## config.mk

```make
export PLATFORM = sky130hd
export DESIGN_NAME = bracket_balance_checker_core_flat
export DESIGN_NICKNAME = d
export VERILOG_FILES = /design/src/rtl/bbc_pkg.sv /design/src/rtl/bbc_if.sv /design/src/rtl/bbc_stack.sv /design/src/rtl/bbc_scan.sv /design/src/rtl/bracket_balance_checker_core.sv /design/src/flat_wrapper.sv
export SDC_FILE = /design/constraint.sdc
export NUM_CORES = 1
export LEC_CHECK = 0
export BUFFER_PORTS_ARGS = -buffer_cell sky130_fd_sc_hd__buf_2
export CORE_ASPECT_RATIO = 0.7
export CORE_MARGIN = 2
export CORE_UTILIZATION = 45
export CTS_CLUSTER_SIZE = 30
export DETAILED_ROUTE_END_ITERATION = 16
export MAX_ROUTING_LAYER = met4
export PLACE_DENSITY = 0.65
export SETUP_SLACK_MARGIN = 0.05
export SLEW_MARGIN = 5
export SYNTH_ARGS = -nofsm -noshare
export SYNTH_HDL_FRONTEND = slang
export SYNTH_SLANG_ARGS = --single-unit
export TNS_END_PERCENT = 5
```

## constraint.sdc

```tcl
create_clock -name clock -period 9 [get_ports clock]
set_input_delay 0.9 -clock clock [delete_from_list [all_inputs] [get_ports clock]]
set_output_delay 0.9 -clock clock [all_outputs]
set_load 0.01 [all_outputs]
```

## src/rtl/bbc_pkg.sv

```systemverilog
// Shared constants, types and helper functions of the bracket balance checker.
`timescale 1ns / 1ps
`default_nettype none

package bbc_pkg;

   localparam int unsigned StackDepthDefault = 256;

   localparam logic [7:0] CHAR_LBRACE    = 8'h7B;
   localparam logic [7:0] CHAR_LPAREN    = 8'h28;
   localparam logic [7:0] CHAR_LBRACKET  = 8'h5B;
   localparam logic [7:0] CHAR_RBRACE    = 8'h7D;
   localparam logic [7:0] CHAR_RPAREN    = 8'h29;
   localparam logic [7:0] CHAR_RBRACKET  = 8'h5D;
   localparam logic [7:0] CHAR_SLASH     = 8'h2F;
   localparam logic [7:0] CHAR_BACKSLASH = 8'h5C;
   localparam logic [7:0] CHAR_DQUOTE    = 8'h22;
   localparam logic [7:0] CHAR_SQUOTE    = 8'h27;
   localparam logic [7:0] CHAR_NEWLINE   = 8'h0A;
   localparam logic [7:0] CHAR_NONE      = 8'h00;

   typedef enum logic [1:0] {
      BR_CURLY  = 2'd0,
      BR_ROUND  = 2'd1,
      BR_SQUARE = 2'd2
   } bracket_type;

   typedef enum logic [2:0] {
      ST_OK          = 3'd0,
      ST_MISMATCH    = 3'd1,
      ST_EMPTY_CLOSE = 3'd2,
      ST_NL_IN_QUOTE = 3'd3,
      ST_QUOTE_OPEN  = 3'd4,
      ST_SCOPE_OPEN  = 3'd5,
      ST_TOO_DEEP    = 3'd6
   } status_type;

   typedef struct packed {
      logic        push;
      logic        pop;
      logic        clear;
      bracket_type code;
   } stack_cmd_type;

   function automatic logic [7:0] open_char_of(bracket_type kind);
      logic [7:0] result;
      case (kind)
         BR_CURLY:  result = CHAR_LBRACE;
         BR_ROUND:  result = CHAR_LPAREN;
         BR_SQUARE: result = CHAR_LBRACKET;
         default:   result = CHAR_NONE;
      endcase
      return result;
   endfunction

   function automatic logic [7:0] quote_char_of(logic single_kind);
      return single_kind ? CHAR_SQUOTE : CHAR_DQUOTE;
   endfunction

endpackage

`default_nettype wire

```

## src/rtl/bbc_if.sv

```systemverilog
// Valid/ready channel interfaces for text bytes in and check results out.
`timescale 1ns / 1ps
`default_nettype none

interface bbc_req_if;
   logic       valid;
   logic       ready;
   logic [7:0] text_byte;
   logic       end_of_text;

   modport source (output valid, output text_byte, output end_of_text, input ready);
   modport sink   (input valid, input text_byte, input end_of_text, output ready);
endinterface

interface bbc_rsp_if;
   logic       valid;
   logic       ready;
   logic [2:0] status;
   logic [7:0] found_char;
   logic [7:0] open_char;
   logic [8:0] depth;

   modport source (output valid, output status, output found_char, output open_char,
                   output depth, input ready);
   modport sink   (input valid, input status, input found_char, input open_char,
                   input depth, output ready);
endinterface

`default_nettype wire

```

## src/rtl/bbc_stack.sv

```systemverilog
// Bracket stack: memory of open bracket codes with registered top and prefetched next entry.
`timescale 1ns / 1ps
`default_nettype none

module bbc_stack #(
   parameter int unsigned STACK_DEPTH = bbc_pkg::StackDepthDefault
) (
   input  wire                                   clock,
   input  wire                                   reset,
   input  bbc_pkg::stack_cmd_type                cmd,
   output logic [$clog2(STACK_DEPTH + 1) - 1:0] depth,
   output bbc_pkg::bracket_type                  top,
   output bbc_pkg::bracket_type                  below
);

   localparam int unsigned CNT_W = $clog2(STACK_DEPTH + 1);
   localparam int unsigned AW    = $clog2(STACK_DEPTH);

   bbc_pkg::bracket_type stack_mem [STACK_DEPTH];

   logic [CNT_W-1:0]     depth_ff;
   logic [CNT_W-1:0]     depth_in;
   bbc_pkg::bracket_type top_ff;
   bbc_pkg::bracket_type top_in;
   bbc_pkg::bracket_type below_ff;
   logic [CNT_W-1:0]     rd_idx;

   always_comb begin
      if (cmd.clear) begin
         depth_in = '0;
      end else if (cmd.push) begin
         depth_in = depth_ff + CNT_W'(1);
      end else if (cmd.pop) begin
         depth_in = depth_ff - CNT_W'(1);
      end else begin
         depth_in = depth_ff;
      end

      if (cmd.push) begin
         top_in = cmd.code;
      end else if (cmd.pop) begin
         top_in = below_ff;
      end else begin
         top_in = top_ff;
      end
   end

   // The entry under the new top is fetched every cycle, so it is ready for a pop in the
   // next one. A push writes one entry above that address, so the two never collide.
   assign rd_idx = depth_in - CNT_W'(2);

   always_ff @(posedge clock) begin
      if (cmd.push) begin
         stack_mem[depth_ff[AW-1:0]] <= cmd.code;
      end
      below_ff <= stack_mem[rd_idx[AW-1:0]];
   end

   always_ff @(posedge clock) begin
      if (reset) begin
         depth_ff <= '0;
      end else begin
         depth_ff <= depth_in;
      end
      top_ff <= top_in;
   end

   assign depth = depth_ff;
   assign top   = top_ff;
   assign below = below_ff;

endmodule

`default_nettype wire

```

## src/rtl/bbc_scan.sv

```systemverilog
// Text scanner: comment and quote tracking, stack commands, error latch and result fields.
`timescale 1ns / 1ps
`default_nettype none

module bbc_scan #(
   parameter int unsigned STACK_DEPTH = bbc_pkg::StackDepthDefault
) (
   input  wire                                   clock,
   input  wire                                   reset,
   input  wire                                   fire,
   input  wire  [7:0]                            text_byte,
   input  wire                                   end_of_text,
   input  wire  [$clog2(STACK_DEPTH + 1) - 1:0] depth,
   input  bbc_pkg::bracket_type                  top,
   input  bbc_pkg::bracket_type                  below,
   output bbc_pkg::stack_cmd_type                cmd,
   output bbc_pkg::status_type                   status,
   output logic [7:0]                            found_char,
   output logic [7:0]                            open_char,
   output logic [8:0]                            depth_out,
   output bbc_pkg::status_type                   err_code
);

   localparam int unsigned CNT_W = $clog2(STACK_DEPTH + 1);

   logic                in_quote_ff,   in_quote_in;
   logic                quote_kind_ff, quote_kind_in;
   logic                in_comment_ff, in_comment_in;
   logic [7:0]          prev_ff,       prev_in;
   bbc_pkg::status_type err_ff,        err_in;
   logic [7:0]          err_found_ff,  err_found_in;
   logic [7:0]          err_open_ff,   err_open_in;

   bbc_pkg::stack_cmd_type cmd_raw;
   logic                   raise;
   bbc_pkg::status_type    raise_code;
   logic                   is_open, is_close, is_quote, is_nl, prev_esc;
   bbc_pkg::bracket_type   open_code, close_code;
   logic [7:0]             innermost_now, innermost_next;
   logic [CNT_W-1:0]       depth_next;
   bbc_pkg::bracket_type   top_next;
   logic [CNT_W+8:0]       depth_wide;

   always_comb begin
      is_open    = 1'b0;
      is_close   = 1'b0;
      open_code  = bbc_pkg::BR_CURLY;
      close_code = bbc_pkg::BR_CURLY;
      case (text_byte)
         bbc_pkg::CHAR_LBRACE: begin
            is_open   = 1'b1;
            open_code = bbc_pkg::BR_CURLY;
         end
         bbc_pkg::CHAR_LPAREN: begin
            is_open   = 1'b1;
            open_code = bbc_pkg::BR_ROUND;
         end
         bbc_pkg::CHAR_LBRACKET: begin
            is_open   = 1'b1;
            open_code = bbc_pkg::BR_SQUARE;
         end
         bbc_pkg::CHAR_RBRACE: begin
            is_close   = 1'b1;
            close_code = bbc_pkg::BR_CURLY;
         end
         bbc_pkg::CHAR_RPAREN: begin
            is_close   = 1'b1;
            close_code = bbc_pkg::BR_ROUND;
         end
         bbc_pkg::CHAR_RBRACKET: begin
            is_close   = 1'b1;
            close_code = bbc_pkg::BR_SQUARE;
         end
         default: begin
            is_open  = 1'b0;
            is_close = 1'b0;
         end
      endcase
   end

   assign is_quote = (text_byte == bbc_pkg::CHAR_DQUOTE) || (text_byte == bbc_pkg::CHAR_SQUOTE);
   assign is_nl    = (text_byte == bbc_pkg::CHAR_NEWLINE);
   assign prev_esc = (prev_ff == bbc_pkg::CHAR_BACKSLASH);

   assign innermost_now = in_quote_ff ? bbc_pkg::quote_char_of(quote_kind_ff) :
                          (depth != '0) ? bbc_pkg::open_char_of(top) : bbc_pkg::CHAR_NONE;

   always_comb begin
      in_quote_in   = in_quote_ff;
      quote_kind_in = quote_kind_ff;
      in_comment_in = in_comment_ff;
      prev_in       = text_byte;
      cmd_raw       = '0;
      raise         = 1'b0;
      raise_code    = bbc_pkg::ST_OK;

      if (in_comment_ff && is_nl) begin
         in_comment_in = 1'b0;
      end else if (text_byte == bbc_pkg::CHAR_SLASH && prev_ff == bbc_pkg::CHAR_SLASH &&
                   !in_quote_ff) begin
         in_comment_in = 1'b1;
      end else if (is_quote && !prev_esc && !in_comment_ff) begin
         if (!in_quote_ff) begin
            in_quote_in   = 1'b1;
            quote_kind_in = (text_byte == bbc_pkg::CHAR_SQUOTE);
         end else if (quote_kind_ff == (text_byte == bbc_pkg::CHAR_SQUOTE)) begin
            in_quote_in = 1'b0;
         end
      end else if (in_quote_ff && is_nl && !prev_esc) begin
         raise      = 1'b1;
         raise_code = bbc_pkg::ST_NL_IN_QUOTE;
      end else if (!in_comment_ff && !in_quote_ff) begin
         if (is_open) begin
            if (depth >= CNT_W'(STACK_DEPTH)) begin
               raise      = 1'b1;
               raise_code = bbc_pkg::ST_TOO_DEEP;
            end else begin
               cmd_raw.push = 1'b1;
               cmd_raw.code = open_code;
            end
         end else if (is_close) begin
            if (depth == '0) begin
               raise      = 1'b1;
               raise_code = bbc_pkg::ST_EMPTY_CLOSE;
            end else begin
               // A mismatched closer still removes the top entry.
               if (top != close_code) begin
                  raise      = 1'b1;
                  raise_code = bbc_pkg::ST_MISMATCH;
               end
               cmd_raw.pop = 1'b1;
            end
         end
      end

      err_in       = err_ff;
      err_found_in = err_found_ff;
      err_open_in  = err_open_ff;
      if (raise && err_ff == bbc_pkg::ST_OK) begin
         err_in       = raise_code;
         err_found_in = text_byte;
         err_open_in  = innermost_now;
      end

      if (end_of_text) begin
         in_quote_in   = 1'b0;
         quote_kind_in = 1'b0;
         in_comment_in = 1'b0;
         prev_in       = '0;
         err_in        = bbc_pkg::ST_OK;
         err_found_in  = '0;
         err_open_in   = '0;
         cmd_raw       = '0;
         cmd_raw.clear = 1'b1;
      end
   end

   always_comb begin
      if (cmd_raw.push) begin
         depth_next = depth + CNT_W'(1);
         top_next   = cmd_raw.code;
      end else if (cmd_raw.pop) begin
         depth_next = depth - CNT_W'(1);
         top_next   = below;
      end else begin
         depth_next = depth;
         top_next   = top;
      end
   end

   assign innermost_next = in_quote_in ? bbc_pkg::quote_char_of(quote_kind_in) :
                           (depth_next != '0) ? bbc_pkg::open_char_of(top_next) :
                           bbc_pkg::CHAR_NONE;

   always_comb begin
      if (end_of_text) begin
         depth_wide = (CNT_W + 9)'(depth);
         if (err_ff != bbc_pkg::ST_OK) begin
            status     = err_ff;
            found_char = err_found_ff;
            open_char  = err_open_ff;
         end else begin
            found_char = bbc_pkg::CHAR_NONE;
            open_char  = innermost_now;
            if (in_quote_ff) begin
               status = bbc_pkg::ST_QUOTE_OPEN;
            end else if (depth != '0) begin
               status = bbc_pkg::ST_SCOPE_OPEN;
            end else begin
               status = bbc_pkg::ST_OK;
            end
         end
      end else begin
         depth_wide = (CNT_W + 9)'(depth_next);
         status     = err_in;
         if (err_in != bbc_pkg::ST_OK) begin
            found_char = err_found_in;
            open_char  = err_open_in;
         end else begin
            found_char = bbc_pkg::CHAR_NONE;
            open_char  = innermost_next;
         end
      end
   end

   assign depth_out = depth_wide[8:0];
   assign cmd       = fire ? cmd_raw : '0;
   assign err_code  = err_ff;

   always_ff @(posedge clock) begin
      if (reset) begin
         in_quote_ff   <= 1'b0;
         quote_kind_ff <= 1'b0;
         in_comment_ff <= 1'b0;
         prev_ff       <= '0;
         err_ff        <= bbc_pkg::ST_OK;
         err_found_ff  <= '0;
         err_open_ff   <= '0;
      end else if (fire) begin
         in_quote_ff   <= in_quote_in;
         quote_kind_ff <= quote_kind_in;
         in_comment_ff <= in_comment_in;
         prev_ff       <= prev_in;
         err_ff        <= err_in;
         err_found_ff  <= err_found_in;
         err_open_ff   <= err_open_in;
      end
   end

endmodule

`default_nettype wire

```

## src/rtl/bracket_balance_checker_core.sv

```systemverilog
// Bracket balance checker: one result per text byte, through an output register.
// A result is registered and presented on rsp in the cycle after its byte transfers on req.
// Throughput: one byte per cycle unless rsp back-pressures; the stack memory reads the entry below
// the new top every cycle, so push, pop and compare never hold off the input.
// Reset: synchronous; clears depth, quote, comment and error state; no memory clearing pass.
// An end-of-text transfer returns the verdict and clears the same state.
`timescale 1ns / 1ps
`default_nettype none

module bracket_balance_checker_core #(
   parameter int unsigned STACK_DEPTH = bbc_pkg::StackDepthDefault
) (
   input wire     clock,
   input wire     reset,
   bbc_req_if.sink   req,
   bbc_rsp_if.source rsp
);

   localparam int unsigned CNT_W = $clog2(STACK_DEPTH + 1);

   logic                   fire;
   bbc_pkg::stack_cmd_type cmd;
   logic [CNT_W-1:0]       depth;
   bbc_pkg::bracket_type   top;
   bbc_pkg::bracket_type   below;
   bbc_pkg::status_type    status;
   logic [7:0]             found_char;
   logic [7:0]             open_char;
   logic [8:0]             depth_out;
   bbc_pkg::status_type    err_code;

   logic                rsp_valid_ff;
   bbc_pkg::status_type rsp_status_ff;
   logic [7:0]          rsp_found_ff;
   logic [7:0]          rsp_open_ff;
   logic [8:0]          rsp_depth_ff;

   assign req.ready = !rsp_valid_ff || rsp.ready;
   assign fire      = req.valid && req.ready;

   bbc_stack #(
      .STACK_DEPTH(STACK_DEPTH)
   ) u_stack (
      .clock(clock),
      .reset(reset),
      .cmd  (cmd),
      .depth(depth),
      .top  (top),
      .below(below)
   );

   bbc_scan #(
      .STACK_DEPTH(STACK_DEPTH)
   ) u_scan (
      .clock      (clock),
      .reset      (reset),
      .fire       (fire),
      .text_byte  (req.text_byte),
      .end_of_text(req.end_of_text),
      .depth      (depth),
      .top        (top),
      .below      (below),
      .cmd        (cmd),
      .status     (status),
      .found_char (found_char),
      .open_char  (open_char),
      .depth_out  (depth_out),
      .err_code   (err_code)
   );

   always_ff @(posedge clock) begin
      if (reset) begin
         rsp_valid_ff <= 1'b0;
      end else if (fire) begin
         rsp_valid_ff <= 1'b1;
      end else if (rsp.ready) begin
         rsp_valid_ff <= 1'b0;
      end
      if (fire) begin
         rsp_status_ff <= status;
         rsp_found_ff  <= found_char;
         rsp_open_ff   <= open_char;
         rsp_depth_ff  <= depth_out;
      end
   end

   assign rsp.valid      = rsp_valid_ff;
   assign rsp.status     = rsp_status_ff;
   assign rsp.found_char = rsp_found_ff;
   assign rsp.open_char  = rsp_open_ff;
   assign rsp.depth      = rsp_depth_ff;

   a_depth_bound: assert property (@(posedge clock) disable iff (reset)
      depth <= CNT_W'(STACK_DEPTH))
      else $error("bracket stack count beyond its capacity");

   a_eot_clears: assert property (@(posedge clock) disable iff (reset)
      fire && req.end_of_text |=> depth == '0 && err_code == bbc_pkg::ST_OK)
      else $error("end-of-text transfer did not clear the checker state");

   a_error_sticks: assert property (@(posedge clock) disable iff (reset)
      err_code != bbc_pkg::ST_OK && !(fire && req.end_of_text) |=> err_code == $past(err_code))
      else $error("latched error changed before end of text");

   a_push_top: assert property (@(posedge clock) disable iff (reset)
      cmd.push |=> top == $past(cmd.code) && depth == $past(depth) + CNT_W'(1))
      else $error("pushed bracket is not on top of the stack");

endmodule

`default_nettype wire

```

## src/flat_wrapper.sv

```systemverilog
// flat-port wrapper written by rule: the top's interface ports become plain ports
module bracket_balance_checker_core_flat 
#(
   parameter int unsigned STACK_DEPTH = bbc_pkg::StackDepthDefault
)
  (clock, reset, req_valid, req_text_byte, req_end_of_text, req_ready, rsp_valid, rsp_status, rsp_found_char, rsp_open_char, rsp_depth, rsp_ready);
  bbc_req_if req_i ();
  bbc_rsp_if rsp_i ();
  input wire clock;
  input wire reset;
  input wire logic [$bits(req_i.valid)-1:0] req_valid;
  input wire logic [$bits(req_i.text_byte)-1:0] req_text_byte;
  input wire logic [$bits(req_i.end_of_text)-1:0] req_end_of_text;
  output wire logic [$bits(req_i.ready)-1:0] req_ready;
  output wire logic [$bits(rsp_i.valid)-1:0] rsp_valid;
  output wire logic [$bits(rsp_i.status)-1:0] rsp_status;
  output wire logic [$bits(rsp_i.found_char)-1:0] rsp_found_char;
  output wire logic [$bits(rsp_i.open_char)-1:0] rsp_open_char;
  output wire logic [$bits(rsp_i.depth)-1:0] rsp_depth;
  input wire logic [$bits(rsp_i.ready)-1:0] rsp_ready;
  assign req_i.valid = req_valid;
  assign req_i.text_byte = req_text_byte;
  assign req_i.end_of_text = req_end_of_text;
  assign req_ready = req_i.ready;
  assign rsp_valid = rsp_i.valid;
  assign rsp_status = rsp_i.status;
  assign rsp_found_char = rsp_i.found_char;
  assign rsp_open_char = rsp_i.open_char;
  assign rsp_depth = rsp_i.depth;
  assign rsp_i.ready = rsp_ready;
  bracket_balance_checker_core #(.STACK_DEPTH(STACK_DEPTH)) u_core (.clock(clock), .reset(reset), .req(req_i), .rsp(rsp_i));
endmodule
```

Yosys cells after proc, flatten, opt, wreduce, memory -nomap -nowiden

Memory sizes are Yosys's and may differ from the RTL's. A register that Yosys moved wholly into a read port is not among the register bits.
Cells that the tools add are included.

Register bits: 70
Memory bits (writable): 512
Bits of input ports: 13
Output and inout port bits: 30
Word-level logic and storage cells: 163
Memories: 1

Memories:

| memory                   | words | bits a word | read ports | clocked after Yosys merged registers in | write ports | line            | source |
|---|---|---|---|---|---|---|---|
| u_core.u_stack.stack_mem | 256   | 2           | 1          | 1                                       | 1           | bbc_stack.sv:19 | `bbc_pkg::bracket_type stack_mem [STACK_DEPTH];` |

Add/sub/neg operators: 3
Order comparisons: 1
Eq/ne operators: 18
Mux-type cells: 96
Reductions and logical operators: 30

Operators by type and width:

| cell                                                               | count |
|---|---|
| 8-bit 2-to-1 mux                                                   | 15 |
| 9-bit 2-to-1 mux                                                   | 6 |
| 8-bit by 6-bit == test with 1-bit output, second input constant    | 6 |
| 3-bit 2-to-1 mux                                                   | 15 |
| 7-bit case mux with 3 select lines                                 | 2 |
| 8-bit by 7-bit == test with 1-bit output, second input constant    | 5 |
| 1-bit 2-to-1 mux                                                   | 36 |
| 2-bit 2-to-1 mux                                                   | 18 |
| 9-bit nonzero test                                                 | 2 |
| 1-bit logical AND                                                  | 10 |
| 5-bit 2-to-1 mux                                                   | 2 |
| 9-bit by 1-bit adder with 9-bit output, second input constant      | 1 |
| 9-bit greater-or-equal comparator, second input constant           | 1 |
| 9-bit zero test                                                    | 1 |
| 3-bit nonzero test                                                 | 3 |
| 9-bit by 1-bit subtractor with 9-bit output, second input constant | 1 |
| 8-bit by 4-bit == test with 1-bit output, second input constant    | 1 |
| 2-bit case mux with 2 select lines                                 | 2 |
| 8-bit by 2-bit subtractor with 8-bit output, second input constant | 1 |
| 3-bit OR reduction                                                 | 2 |
| 2-bit by 1-bit == test with 1-bit output, second input constant    | 2 |
| 2-bit == test, second input constant                               | 2 |
| 1-bit zero test                                                    | 4 |
| 2-bit zero test                                                    | 2 |
| 6 further kinds                                                    | 8 |

Logic depth before layout (Yosys ltp)

Word-level depth: 19
Gate-level depth with buffers: 29
Gate-level depth less buffers: 18

Hierarchy

From an unflattened synthesis, not the netlist that was laid out.

Cells, all modules: 2166
Area, all modules: 26126.3 um^2

By module, submodules not included:

| module                       | instances | cells each | area each (um^2) | seq. area each (um^2) |
|---|---|---|---|---|
| bbc_stack                    | 1         | 1794       | 22562.9          | 15655.0 |
| bbc_scan                     | 1         | 339        | 2667.6           | 600.6 |
| bracket_balance_checker_core | 1         | 33         | 895.9            | 860.8 |

Least setup slack after synthesis

OpenSTA, ideal clock, no wires.

Kind: in2reg
Start: input port req_text_byte[1]
End: memory u_core.u_stack.stack_mem[0][0] (netlist name) (data pin)
Setup time: 1396 ps
Arrival time: 8305 ps
Data required time: 7604 ps
Setup slack: -701 ps
Cell stages on the path: 6
Buffers on the path: 2
Cells stage by stage: clkbuf_1 -> or4_1 -> a211o_1 -> or3_1 -> clkbuf_1 -> nor2_1

RTL lines:

| what            | line               | source |
|---|---|---|
| start, declared | flat_wrapper.sv:12 | `input wire logic [$bits(req_i.text_byte)-1:0] req_text_byte;` |
| end, declared   | bbc_stack.sv:19    |  |

Final worst setup path

Start: register u_core.u_stack.depth_ff[1], in the netlist u_core.u_stack.depth[1]
End: register u_core.u_stack.below_ff[1], in the netlist u_core.u_stack.below[1], read port of u_core.u_stack.stack_mem

Longest elaborated chain between the ends: 15
Elaborated cells between the ends (all ways): 20
Those cells by class: add/sub (3); order compare (1); mux (15); reduce/logical (1)

RTL lines:

| what                                                                                       | line            | source |
|---|---|---|
| start, declared                                                                            | bbc_stack.sv:21 | `logic [CNT_W-1:0] depth_ff;` |
| start signal, assigned                                                                     | bbc_stack.sv:63 | `depth_ff <= depth_in;` |
| parallel branches: the longest is 12 deep, another holds 9-bit greater-or-equal comparator | n/a             |  |
| 9-bit 2-to-1 mux *                                                                         | bbc_stack.sv:31 | `end else if (cmd.push) begin` |
| 9-bit 2-to-1 mux *                                                                         | bbc_stack.sv:29 | `if (cmd.clear) begin` |
| 8-bit by 2-bit subtractor with 8-bit output *                                              | bbc_stack.sv:50 | `assign rd_idx = depth_in - CNT_W'(2);` |
| end, declared                                                                              | bbc_stack.sv:25 | `bbc_pkg::bracket_type below_ff;` |

Mark *: on every way between the ends.
A chain may end at the register's enable or synchronous reset.

==> metrics.md <==
| Metric | Value |
|---|---|
| Outcome | complete, no violations |
| GRT overflow | 0 |
| Clk sink count | 584 |
| RSZ-0062 raised after global routing | no |
| Depth of the CTS H-tree | 2 |
| Avg Synthesized Cell Area | 12.1 sq um |
| Ys async rst share | 0% |
| Chip Width | 290 microns |
| Post-Synth Simple-Gate Area | 17.7% |
| DR WL/cell | 24.6 microns |
| Startpoint types | register |
| Ys flop type | edfxtp_1 |
| Layout cell share with drive strength beyond 1 | 10.9% |
| Yosys top cell area share | 63.2% |
| Final setup fails | 0 |
| N_diodes | 0 |
| Fin crit period | 7100 ps |
| Slew Viols, Final | 0 |
| Mux cell area share after synthesis | 5.59% |
| CTS tree | built |
| RePlAce Congestion | 0.919 |
| Multi-input gate area | 0.00799 sq mm |
| Synthesized netlist cell count | 2135 |
| Measured slew at the worst slew-check pin | 1150 ps |
| Detail Route Antenna Nets | 0 |
| Max_cap viols | 0 |
| Core Region | 0.0566 sq mm |
| Worst min path class | reg -> reg |
| Starting DRT DRC Count | 2500 |
| Worst-path clk slew | 60 ps |
| Final instance area | 0.0283 sq mm |
| CTS Hold Buffers Added | 0 |
| FILL cells | 4922 |
| Fin Hold WS | 467 ps |
| Clock latency on the worst-skew pair | 590 ps |
| Setup_tns | 0 ps |
| Area contributors post-synth | edfxtp_1 (63%), nand2_1 (6.4%), nor2_1 (4.7%) |
| Largest net degree at the start of global routing | 109 |
| Post-Syn Area | 0.0257 sq mm |
| Die ar. | 0.0592 sq mm |
| Placed cell area | 0.0265 sq mm |
| Routed WL | 71300 microns |
| Crit path to | u_core.u_stack.below[1] |
| Synth cell types | 80 |
| Kind of critical path | reg -> reg |
| CP Capture Type | register |
| Initial antenna violation count | 0 |
| Starting Density | 45.5% |
| R2r worst-path depth | 19 |
| R2R setup slack | 1900 ps |
| GRT Total Usage | 24.5% |
| Final net count | 2126 |
| Clk root buf | clkbuf_16 |
| CTS buffer count | 54 |
| Sequential cell area | 0.0171 sq mm |
| Final Util | 50.0% |
| Fmax | 0.141 GHz |
| Deepest clock path buffer count | 3 |
| Yosys Warn Count | 0 |
| Cells on Worst Hold Path | 2 |
| FF-to-FF End | u_core.u_stack.below[1] |
| Setup bufs post-CTS | 0 |
| Critical Path RT | 9510 ps |
| Worst clock skew | 13.5 ps |
| Reg-to-reg startpoint | u_core.u_stack.depth[1] |
| Synthesized netlist net count | 2154 |
| DRC | 0 |
| Total power | 5370 uW |
| Cell taking the most area after synthesis | edfxtp_1 |
| First-pass GRT wire length | 107000 microns |
| Crit path DAT | 7600 ps |
| Seq/Total Area, Yosys | 66.5% |
| Post-CTS Resized | 0 |
| Via/cell ratio | 6.12 |
| Critical path fanouts, max | 46 |
| Port Buffers | 42 |
| Vias in the first global route | 16569 |
| Synth Area in XOR/XNOR | 0.675% |
| First-pass DRT Iterations | 6 |
| DIE HEIGHT | 204 microns |
| Period utilization | 78.8% |
| Power Density | 189 mW/mm^2 |
| Largest family of logic cells by synthesized area | simple AND/OR/NAND/NOR gates |
| Compound-cell area share of the yosys netlist | 6.47% |
| CP Launch Point | u_core.u_stack.depth[1] |
| Via Count | 17744 |
| Adder-Cell Fraction of Synth Area | 0.292% |
| Layout area overhead | 10.0% |
| Max_slew headroom | 23.0% |
| Maximum VDD drop | 0.000162 V |
| Boundary pin count | 43 |
| Final Hold Viols | 0 |
| Row count | 73 |
| Pleak | 0.00940 uW |
| EDFF count, synth | 542 |
| DPL Wire Length | 44800 microns |
| Register bit total from synthesis | 584 |
-- power by group --
group	total [uW]	internal [uW]	switching [uW]	leakage (uW)
logic	70.6	20.2	50.4	0.00340
registers	2930	2930	3.42	0.00513
clock network	2360	1350	1010	0.000863
-- per-layer routing --
layer | GRT usage (%) | vias to the layer above | routed length (microns)
li1 | - | 7771 | -
met1 | 37.1 | 8838 | 31100
met2 | 33.3 | 1014 | 29700
met3 | 5.80 | 121 | 9010
met4 | 5.45 | 0 | 1520
met5 | - | - | 0
-- state kept, by name, summed over array words and instances (netlist names) --
signal,flops
u_core.rsp.depth,9
u_core.rsp.found_char,8
u_core.rsp.open_char,8
u_core.rsp.status,3
u_core.rsp.valid,1
u_core.u_scan.err_code,3
u_core.u_scan.err_found_ff,8
u_core.u_scan.err_open_ff,8
u_core.u_scan.in_comment_ff,1
u_core.u_scan.in_quote_ff,1
u_core.u_scan.prev_ff,8
u_core.u_scan.quote_kind_ff,1
u_core.u_stack.below,2
u_core.u_stack.depth,9
u_core.u_stack.stack_mem,512
u_core.u_stack.top,2
-- how the worst min path moves through the flow --
stage | endpoint | start
5_1_grt | u_core.u_scan.err_found_ff[4] | u_core.u_scan.err_found_ff[4]
6_report | u_core.u_scan.err_found_ff[4] | u_core.u_scan.err_found_ff[4]
4_1_cts | u_core.u_scan.err_found_ff[4] | u_core.u_scan.err_found_ff[4]
3_5_place_dp | u_core.u_scan.err_found_ff[4] | u_core.u_scan.err_found_ff[4]
3_3_place_gp | u_core.u_scan.err_found_ff[4] | u_core.u_scan.err_found_ff[4]
2_1_floorplan | u_core.u_scan.err_found_ff[4] | u_core.u_scan.err_found_ff[4]
-- critical path, stage by stage, from the launching register on --
cell and delay, ps:
dfxtp_1 390, inv_1 190, ha_1 300, or3b_2 670
o31ai_2 430, nor2_1 200, a31oi_1 220, o22ai_1 110
or2_2 450, inv_2 80, buf_4 510, ha_1 360
inv_1 160, xnor2_4 600, buf_4 560, a32oi_1 190
a211oi_1 650, a31oi_1 120, mux4_2 570, o221ai_2 190
-- synth_stat cells (4+ instances only) --
cell type,instances
nand2_1,436
o31ai_1,4
clkbuf_1,88
nand4_1,9
nand2b_1,6
dfxtp_1,42
ha_1,6
nand3_1,142
buf_4,11
nor3_1,24
xor2_1,6
a31oi_1,38
buf_2,41
mux2i_1,28
mux4_2,47
mux2_2,9
nor2b_1,7
a221oi_1,4
o21ai_0,17
and4_1,4
and3_1,52
o211ai_1,4
nor4_1,4
a32oi_1,7
a211oi_1,10
or3_1,6
edfxtp_1,542
a311oi_1,37
o21a_1,4
buf_1,11
nand3b_1,4
xnor2_1,12
a21oi_1,45
a22o_1,7
a22oi_1,6
nor2_1,322
a21o_1,7
and2_1,6
inv_1,11
-- kinds of logic (layout without fill, tap and decap cells) --
group / count (synthesis) / in the layout
muxes: 84 / 84
buffers and inverters: 165 / 180
adders and majority gates: 6 / 6
and+or+nand+nor: 1049 / 1049
DFF: 584 / 584
AOI/OAI and AO/OA: 228 / 228
xor gates and xnor gates: 19 / 19
-- metrics by stage --
stage,setup slack (ps),std cells
floorplan,-209,2135
global placement,2020,2801
detailed placement,1810,2801
CTS,2110,2900
global route,1670,2900
finish,1900,2900
-- final cells by class --
cell class | instances | share of cell area, %
Sequential cell | 584 | 60.4
Inverter | 12 | 0.159
Clock buffer | 64 | 4.98
Timing Repair Buffer | 69 | 1.55
Clock inverter | 35 | 1.39
Multi-Input combinational cell | 1386 | 28.2
Tap cell | 750 | 3.31
-- placed cells by master, fill, tap and decap left out, drive strengths merged, types with 42 or more instances in the layout --
cell type / n
nor2: 323
a21oi: 45
edfxtp: 542
dfxtp: 42
nand3: 142
clkbuf: 64
mux4: 47
buf: 69
nand2: 436
and3: 52
No activity file was read; power rests on OpenSTA's default activity.
